--- src/sv/tedr_pkg.sv ---
package tedr_pkg;

    // Field widths fixed by the interface
    localparam int unsigned LETTER_W   = 8;
    localparam int unsigned DEPTH_W    = 6;
    localparam int unsigned ENTRY_W    = 6;
    localparam int unsigned CFG_IDX_W  = 3;
    localparam int unsigned CFG_DATA_W = 64;
    localparam int unsigned QREGS      = 4;
    localparam int unsigned QIDX_W     = 5;

    // Configuration register indexes
    localparam logic [CFG_IDX_W-1:0] CFG_QUERY_LENGTH = 3'd0;
    localparam logic [CFG_IDX_W-1:0] CFG_MAX_COST     = 3'd1;
    localparam logic [CFG_IDX_W-1:0] CFG_QUERY_CHARS0 = 3'd2;
    localparam logic [CFG_IDX_W-1:0] CFG_QUERY_CHARS1 = 3'd3;
    localparam logic [CFG_IDX_W-1:0] CFG_QUERY_CHARS2 = 3'd4;
    localparam logic [CFG_IDX_W-1:0] CFG_QUERY_CHARS3 = 3'd5;

    localparam logic [ENTRY_W-1:0] MAX_COST_RST = 6'd2;
    localparam logic [ENTRY_W-1:0] ENTRY_SAT    = 6'd63;

    typedef struct packed {
        logic [LETTER_W-1:0] edge_letter;
        logic [DEPTH_W-1:0]  node_depth;
        logic                ends_word;
    } in_item_t;

    typedef struct packed {
        logic [ENTRY_W-1:0] distance;
        logic               word_match;
        logic [ENTRY_W-1:0] row_minimum;
        logic               descend;
    } out_item_t;

    // Operands of one row cell
    typedef struct packed {
        logic                first_col;
        logic [ENTRY_W-1:0]  prev_diag;
        logic [ENTRY_W-1:0]  prev_up;
        logic [ENTRY_W-1:0]  cur_left;
        logic [LETTER_W-1:0] query_char;
        logic [LETTER_W-1:0] letter;
    } cell_op_t;

    typedef enum logic [1:0] {
        SEQ_IDLE,
        SEQ_PREP,
        SEQ_RUN,
        SEQ_FINISH
    } seq_state_t;

endpackage

--- src/sv/tedr_cell.sv ---
module tedr_cell (
    input  tedr_pkg::cell_op_t           op,
    output logic [tedr_pkg::ENTRY_W-1:0] cur
);
    import tedr_pkg::*;

    logic [ENTRY_W:0] up_cost;
    logic [ENTRY_W:0] left_cost;
    logic [ENTRY_W:0] diag_cost;
    logic [ENTRY_W:0] min_a;
    logic [ENTRY_W:0] min_b;

    // Deletion, insertion and substitution costs
    always_comb
    begin
        up_cost   = {1'b0, op.prev_up} + (ENTRY_W+1)'(1);
        left_cost = {1'b0, op.cur_left} + (ENTRY_W+1)'(1);
        diag_cost = {1'b0, op.prev_diag} + {{ENTRY_W{1'b0}}, (op.query_char != op.letter)};
    end

    // Minimum of three, column zero takes only the up cost; saturate to entry width
    always_comb
    begin
        min_a = (left_cost < up_cost) ? left_cost : up_cost;
        min_b = (diag_cost < min_a) ? diag_cost : min_a;
        if (op.first_col)
        begin
            min_b = up_cost;
        end
        cur = min_b[ENTRY_W] ? ENTRY_SAT : min_b[ENTRY_W-1:0];
    end

endmodule

--- config.mk ---
export PLATFORM = sky130hd
export DESIGN_NAME = tedr_cell
export DESIGN_NICKNAME = d
export VERILOG_FILES = /design/src/sv/tedr_pkg.sv /design/src/sv/tedr_cell.sv
export SDC_FILE = /design/constraint.sdc
export NUM_CORES = 1
export LEC_CHECK = 0
export BUFFER_PORTS_ARGS = -buffer_cell sky130_fd_sc_hd__buf_2
export CAP_MARGIN = 10
export CORE_MARGIN = 2
export CORE_UTILIZATION = 55
export DETAILED_ROUTE_END_ITERATION = 7
export MAX_ROUTING_LAYER = met4
export PLACE_DENSITY = 0.95
export SLEW_MARGIN = 20
export SYNTH_ARGS = -nofsm -noshare
export SYNTH_HDL_FRONTEND = slang
export SYNTH_SLANG_ARGS = --single-unit
export TNS_END_PERCENT = 1
--- constraint.sdc ---
create_clock -name vclk -period 18.9
set_clock_uncertainty 0.1 [all_clocks]
set_input_delay 3.78 -clock vclk [all_inputs]
set_output_delay 3.78 -clock vclk [all_outputs]
set_load 0.005 [all_outputs]
# --- Word level (Yosys, flattened, before mapping) ---
# Cells that the tools add are included.
word_totals:
  out_inout_bits: 6
  rom_bits: 0
  reg_bits: 0
  mem_bits_rw: 0
  elab_cells: 10
  latch_bits: 0
  in_bits: 35
  mem_count: 0
op_classes:
  n_reduce_logical: 0
  n_lt_le_gt_ge: 2
  n_mux: 4
  n_bitwise: 0
  div: 0
  eq_ne: 1
  mul: 0
  shift: 0
  n_addsub: 3
ops:
  columns: ["cell", "n"]
  rows:
  - ["2-to-1 mux 7 bit", 3]
  - ["adder 6 x 1 -> 7 bit (second input constant)", 2]
  - ["less-than comparator 7 bit", 2]
  - ["inequality test 8 bit", 1]
  - ["adder 6 x 1 -> 7 bit", 1]
  - ["2-to-1 mux 6 bit", 1]

# --- Longest topological paths before layout ---
# Gate-level depths: netlist (run 1).
logic_depth:
  word_depth: 7
  ltp_mapped: 19
  ltp_nobuf: 18

# --- Worst setup path after synthesis (run 1) ---
# OpenSTA, ideal clock, no wires.
synth_timing:
  path_kind: "input to output"
  start: "input op[22] (netlist name)"
  end: "output cur[0] (netlist name)"
  slack_ns: 7.693
  required_time_ns: 15.020
  cell_stages: 16
  n_path_buf: 0
  t_arrival_ns: 7.327
  path_cell_list: "ha_1 > xor2_1 > inv_1 > ha_1 > a2111oi_4 > a211oi_1 > o221ai_4 > mux2_2 > ha_1 > a21o_1 > a21o_1 > a221o_1 > a31o_4 > mux2_4 > o22ai_4 > o221ai_1"
synth_between:
  elab_chain_cells: 7
synth_lines:
  columns: ["item", "line_no", "rtl"]
  rows:
  - ["start: declaration", "tedr_cell.sv:2", "input tedr_pkg::cell_op_t op,"]
  - ["adder 6 x 1 -> 7 bit (*)", "tedr_cell.sv:16", "up_cost = {1'b0, op.prev_up} + (ENTRY_W+1)'(1);"]
  - ["less-than comparator 7 bit", "tedr_cell.sv:24", "min_a = (left_cost < up_cost) ? left_cost : up_cost;"]
  - ["2-to-1 mux 7 bit", "tedr_cell.sv:24", null]
  - ["less-than comparator 7 bit", "tedr_cell.sv:25", "min_b = (diag_cost < min_a) ? diag_cost : min_a;"]
  - ["2-to-1 mux 7 bit", "tedr_cell.sv:25", null]
  - ["2-to-1 mux 7 bit (*)", "tedr_cell.sv:26", "if (op.first_col)"]
  - ["2-to-1 mux 6 bit (*)", "tedr_cell.sv:30", "cur = min_b[ENTRY_W] ? ENTRY_SAT : min_b[ENTRY_W-1:0];"]
  - ["end: declaration", "tedr_cell.sv:3", "output logic [tedr_pkg::ENTRY_W-1:0] cur"]
# Every way passes the cells marked *; elsewhere a longest branch is shown, timed or not.

# --- Worst setup path after layout (run 1) ---
# Same ends and word-level chain as after synthesis.

==> results of run 1 <==
[critical path: cells and delay by family]
kind	cells	cell delay (ns)
AOI/OAI and AO/OA	8	2.05
xor gates and xnor gates	1	0.28
and+or+nand+nor	2	0.14
adders and majority gates	3	0.76
muxes	2	0.65
buffers and inverters	3	0.39
[worst min path at each step]
| stage | from | endpoint | slack (ns) | cells past startpoint |
|---|---|---|---|---|
| 5_1_grt | op[34] | cur[0] | 7.94 | 3 |
| 6_report | op[34] | cur[0] | 7.91 | 3 |
| 4_1_cts | op[34] | cur[0] | 7.90 | 3 |
| 3_5_place_dp | op[34] | cur[0] | 7.90 | 3 |
| 2_1_floorplan | op[22] | cur[0] | 7.58 | 1 |
| 3_3_place_gp | op[34] | cur[0] | 7.89 | 3 |
[kinds of logic after synthesis]
kind of cell	Yosys count
adder cells (fa/ha/maj)	15
multiplexers	6
AO/OA/AOI/OAI	32
XOR/XNOR	20
AND/OR/NAND/NOR	46
buffers and inverters	11
[power breakdown]
group	internal, W	switching (W)
registers	0	0
logic	0.0000260	0.0000280
clock network	0	0
total	0.0000260	0.0000280
[area by class of cell]
class | instances | area (µm²)
multi-input cells | 119 | 962
fillers | 147 | 494
repair buffers | 41 | 205
inverters | 9 | 33.8
well taps | 25 | 31.3
[layout by cell type, fill, tap and decap left out, drive strengths merged]
master | Yosys | layout
buf | 2 | 41
xor2 | 15 | 15
ha | 15 | 15
nand2 | 13 | 13
nand3 | 10 | 10
inv | 9 | 9
o21ai | 7 | 7
nor2 | 5 | 5
xnor2 | 5 | 5
and3 | 5 | 5
mux2i | 3 | 3
a21oi | 3 | 3
mux2 | 3 | 3
nand2b | 3 | 3
a31o | 3 | 3
or2 | 3 | 3
o21a | 2 | 2
nor4 | 2 | 2
a21o | 2 | 2
a221o | 2 | 2
a311oi | 2 | 2
o211ai | 2 | 2
o221ai | 2 | 2
a2111oi | 1 | 1
a211oi | 1 | 1
or3 | 1 | 1
nand4 | 1 | 1
o31a | 1 | 1
nor2b | 1 | 1
a311o | 1 | 1
nand3b | 1 | 1
o22ai | 1 | 1
o2111ai | 1 | 1
nor3 | 1 | 1
o22a | 1 | 1
[metrics by stage]
stage	setup WS [ns]	area (µm²)	hold slack (ns)	power (W)	util
finish	6.97	1230	7.91	0.0000539	0.714
detailed placement	7.03	1230	7.90	0.0000534	0.714
floorplan	7.69	1000	7.58	0.0000387	-
global route	6.71	1230	7.94	0.0000596	0.714
global placement	7.13	1230	7.89	0.0000517	0.714
CTS	7.01	1230	7.90	0.0000536	0.714
[layer usage]
metal,routed length [µm],global-route usage,up-vias
met2,1400,0.489,46
met1,1140,0.333,539
met5,0,-,-
met3,134,0.00769,6
met4,44,0.0556,0
li1,-,-,568
==> flow_summary.ini, run 1 <==
[yosys]
synth_mux_area_frac = 0.0672
synth_compound_area_frac = 0.293
ys_warn_count = 0
synth_top_area_share = 0.187
syn_nets = 180
syn_inst = 130
ys_types = 42
postSynthAreaPerCell_um2 = 7.73
ys_seq_area_frac = 0
synthTopCellsByArea = ha_1 (19%), xor2_1 (13%), nand3_1 (5.0%), nand2_1 (4.9%), xnor2_1 (4.4%)
ys_top_cells_by_count = ha_1 (15), xor2_1 (15), nand2_1 (13)
synth-simple-area-share = 0.237
synth_area_leader_cell = ha_1
synthAdderAreaFrac = 0.187
synth_xor_area_frac = 0.174
synth_top_family_by_area = compound AO/OA/AOI/OAI gates
syn_area_mm2 = 0.00100

[worst_setup_path]
path_class = in2out
crit_required_ns = 15.02
crit_end = cur[0]
start_kind = primary input
slowest_delay_ns = 0.38
worst-path-max-fanout = 16
cp_slowest_cell = a2111oi_4
critPathMostFrequentCell = ha_1
endpoint_kind = output pin
crit_chain = buf_2, ha_1, xor2_1, inv_1, ha_1, a2111oi_4, a211oi_1, o221ai_4, mux2i_1, ha_1, nand2_1, nand3_1, a221o_1, a221o_1, a31o_4, mux2_4, o22ai_4, o221ai_1, buf_2
critical_path.startpoint = op[22]
crit_arrival_ns = 8.05

[place]
hpwl_mm = 2.39
gp_congestion = 0.899
port_buffers = 41
placed_cells = 194

[route]
wirelength_mm = 2.72
drcViolationCount = 0
vias = 1159
drtIter0Drc = 29
wl_per_cell_um = 14.0
dr.pass1.iters = 4
post_drt_via_cell_ratio = 5.97
ant_nets = 0

[global_routing]
grt_max_degree = 17
grt_pass1_vias = 1025
track_usage = 0.270
grt_pass1_wl_mm = 4.26
antenna_found_initial = 0
gr-total-overflow = 0

[min_path]
holdCritPathClass = in2out

[cells_and_area]
final_cells = 194
drive_gt1_frac = 0.302
clock_buffers = 0
area_delta_synth_final_pct = 22.7
seq_area_um2 = 0
nets = 221
diodes = 0
seq_cells = 0

[floorplan]
dieArea_mm2 = 0.00218
ios = 41
core_area_mm2 = 0.00173
fp-row-count = 15
initial_utilization = 0.582
die_w_um = 46.7
die_y_um = 46.7

[timing]
fin_tns_setup_ns = 0
period_share = 0.631
rsz0062_at_grt = false
fmax_mhz = 83.8
period_minus_slack_ns = 11.93
hold_violations = 0
finalMaxSlewViolations = 0
final-setup-viol-count = 0
max_slew_margin = 0.682
tightest_slew_ns = 0.474

[cts]
cts_resized = 0
holdBufCountCts = 0
post_cts_buffers = 0

[run_status]
outcome = finished clean

[power]
power.density_mw_per_mm2 = 43.8
ir_drop_mv = 0.0216
p_leak_nw = 0.604

[flow_run]
drv_cap = 0
No activity file was read; power rests on OpenSTA's default activity.
==> run 2, diff against run 1 <==
- CORE_UTILIZATION: 55 -> 52
- PLACE_DENSITY: 0.95 -> 0.93
- clock period: 18.9 -> 11.75 ns (I/O delays scaled with it)
==> flow_summary.ini, run 2 (synthesized netlist as in run 1, its figures left out) <==
[timing]
finalWorstSetupSlack_ns = 2.62
fmax_mhz = 110
fin_tns_setup_ns = 0
hold_violations = 0
final-setup-viol-count = 0
finalMaxSlewViolations = 0
max_slew_margin = 0.658
period_minus_slack_ns = 9.13
period_share = 0.777
rsz0062_at_grt = false
tightest_slew_ns = 0.510

[power]
power.density_mw_per_mm2 = 71.6
clkPwrFrac = 0
power_w = 0.0000883
internal-power_w = 0.0000420
sw_frac_of_total = 0.525
ir_drop_mv = 0.0402
switching_power_w = 0.0000463
pwr-share-comb = 1.000
seqPwrFrac = 0
p_leak_nw = 0.604

[floorplan]
ios = 41
fp-row-count = 15
dieArea_mm2 = 0.00230
core_area_mm2 = 0.00176
initial_utilization = 0.570
die_w_um = 48.0
die_y_um = 48.0

[place]
hpwl_mm = 2.46
place_area_mm2 = 0.00123
placed_cells = 194
gp_congestion = 0.924
port_buffers = 41
place_ws_ns = 2.67

[route]
post_drt_via_cell_ratio = 5.90
ant_nets = 0
vias = 1145
wirelength_mm = 2.85
wl_per_cell_um = 14.7
drtIter0Drc = 24
drcViolationCount = 0
dr.pass1.iters = 4

[flow_run]
drv_cap = 0

[worst_setup_path]
crit_required_ns = 9.30
endpoint_kind = output pin
crit_end = cur[1]
crit_arrival_ns = 6.68
worst-path-max-fanout = 16
start_kind = primary input
critical_path.startpoint = op[22]
path_class = in2out

[cts]
holdBufCountCts = 0
post_cts_buffers = 0
cts_resized = 0

[cells_and_area]
fillers = 166
seq_cells = 0
final_cells = 194
drive_gt1_frac = 0.302
mostFrequentLayoutCells = buf_2 (41), xor2_1 (15), ha_1 (15)
clock_buffers = 0
seq_area_um2 = 0
fin_area_mm2 = 0.00123
area_delta_synth_final_pct = 22.7
nets = 221
diodes = 0
final_common_cell = buf_2

[global_routing]
gr-total-overflow = 0
antenna_found_initial = 0
grt_pass1_wl_mm = 4.13
track_usage = 0.255
grt_max_degree = 17
grt_pass1_vias = 1025

[run_status]
outcome = finished clean

[min_path]
holdCritPathClass = in2out
run 2: cell counts in the layout (fill, tap and decap cells not counted):
No cell type changed its count.
run 2: through the flow:
stage	hold slack, ns	util
final	5.04	0.699
after global routing	5.09	0.699
after CTS	5.04	0.699
after detailed placement	5.04	0.699
after global placement	5.02	0.699
after floorplan	4.72	-
run 2: layout make-up:
class,instances,area [µm²],area share
multi-input cells,119,962,0.781
well taps,25,31.3,0.0254
repair buffers,41,205,0.166
inverters,9,33.8,0.0274
run 2: how the worst min path moves through the flow:
stage / start / cells after the start / endpoint / slack (ns)
after floorplan: op[22] / 1 / cur[0] / 4.72
after global placement: op[34] / 3 / cur[0] / 5.02
after detailed placement: op[34] / 3 / cur[0] / 5.04
after CTS: op[34] / 3 / cur[0] / 5.04
after global routing: op[34] / 3 / cur[0] / 5.09
final: op[34] / 3 / cur[0] / 5.04
run 2: layer usage:
metal  global-route usage  part of all wire  vias up
met5                    -                 0        -
met4               0.0378             0.015        0
met3              0.00755             0.056        9
met2                0.483              0.51       49
met1                0.299              0.42      521
li1                     -                 -      566
run 2: power groups by stage:
stage	clock [W]	sequential, W	combinational, W
final	0	0	0.0000883
after global routing	0	0	0.0000960
after CTS	0	0	0.0000871
after detailed placement	0	0	0.0000867
after global placement	0	0	0.0000834
after floorplan	0	0	0.0000623
run 2: worst max-delay path, stage by stage:
cell	delay, ns
buf_2	0.15
ha_1	0.25
xor2_1	0.29
inv_1	0.08
ha_1	0.28
o21a_1	0.11
nor2_1	0.05
a211oi_1	0.38
o221ai_4	0.27
o21ai_0	0.39
ha_1	0.33
a21o_1	0.17
a21o_1	0.17
a221o_1	0.35
a31o_4	0.27
mux2_4	0.33
o22ai_4	0.17
o211ai_1	0.13
buf_2	0.15
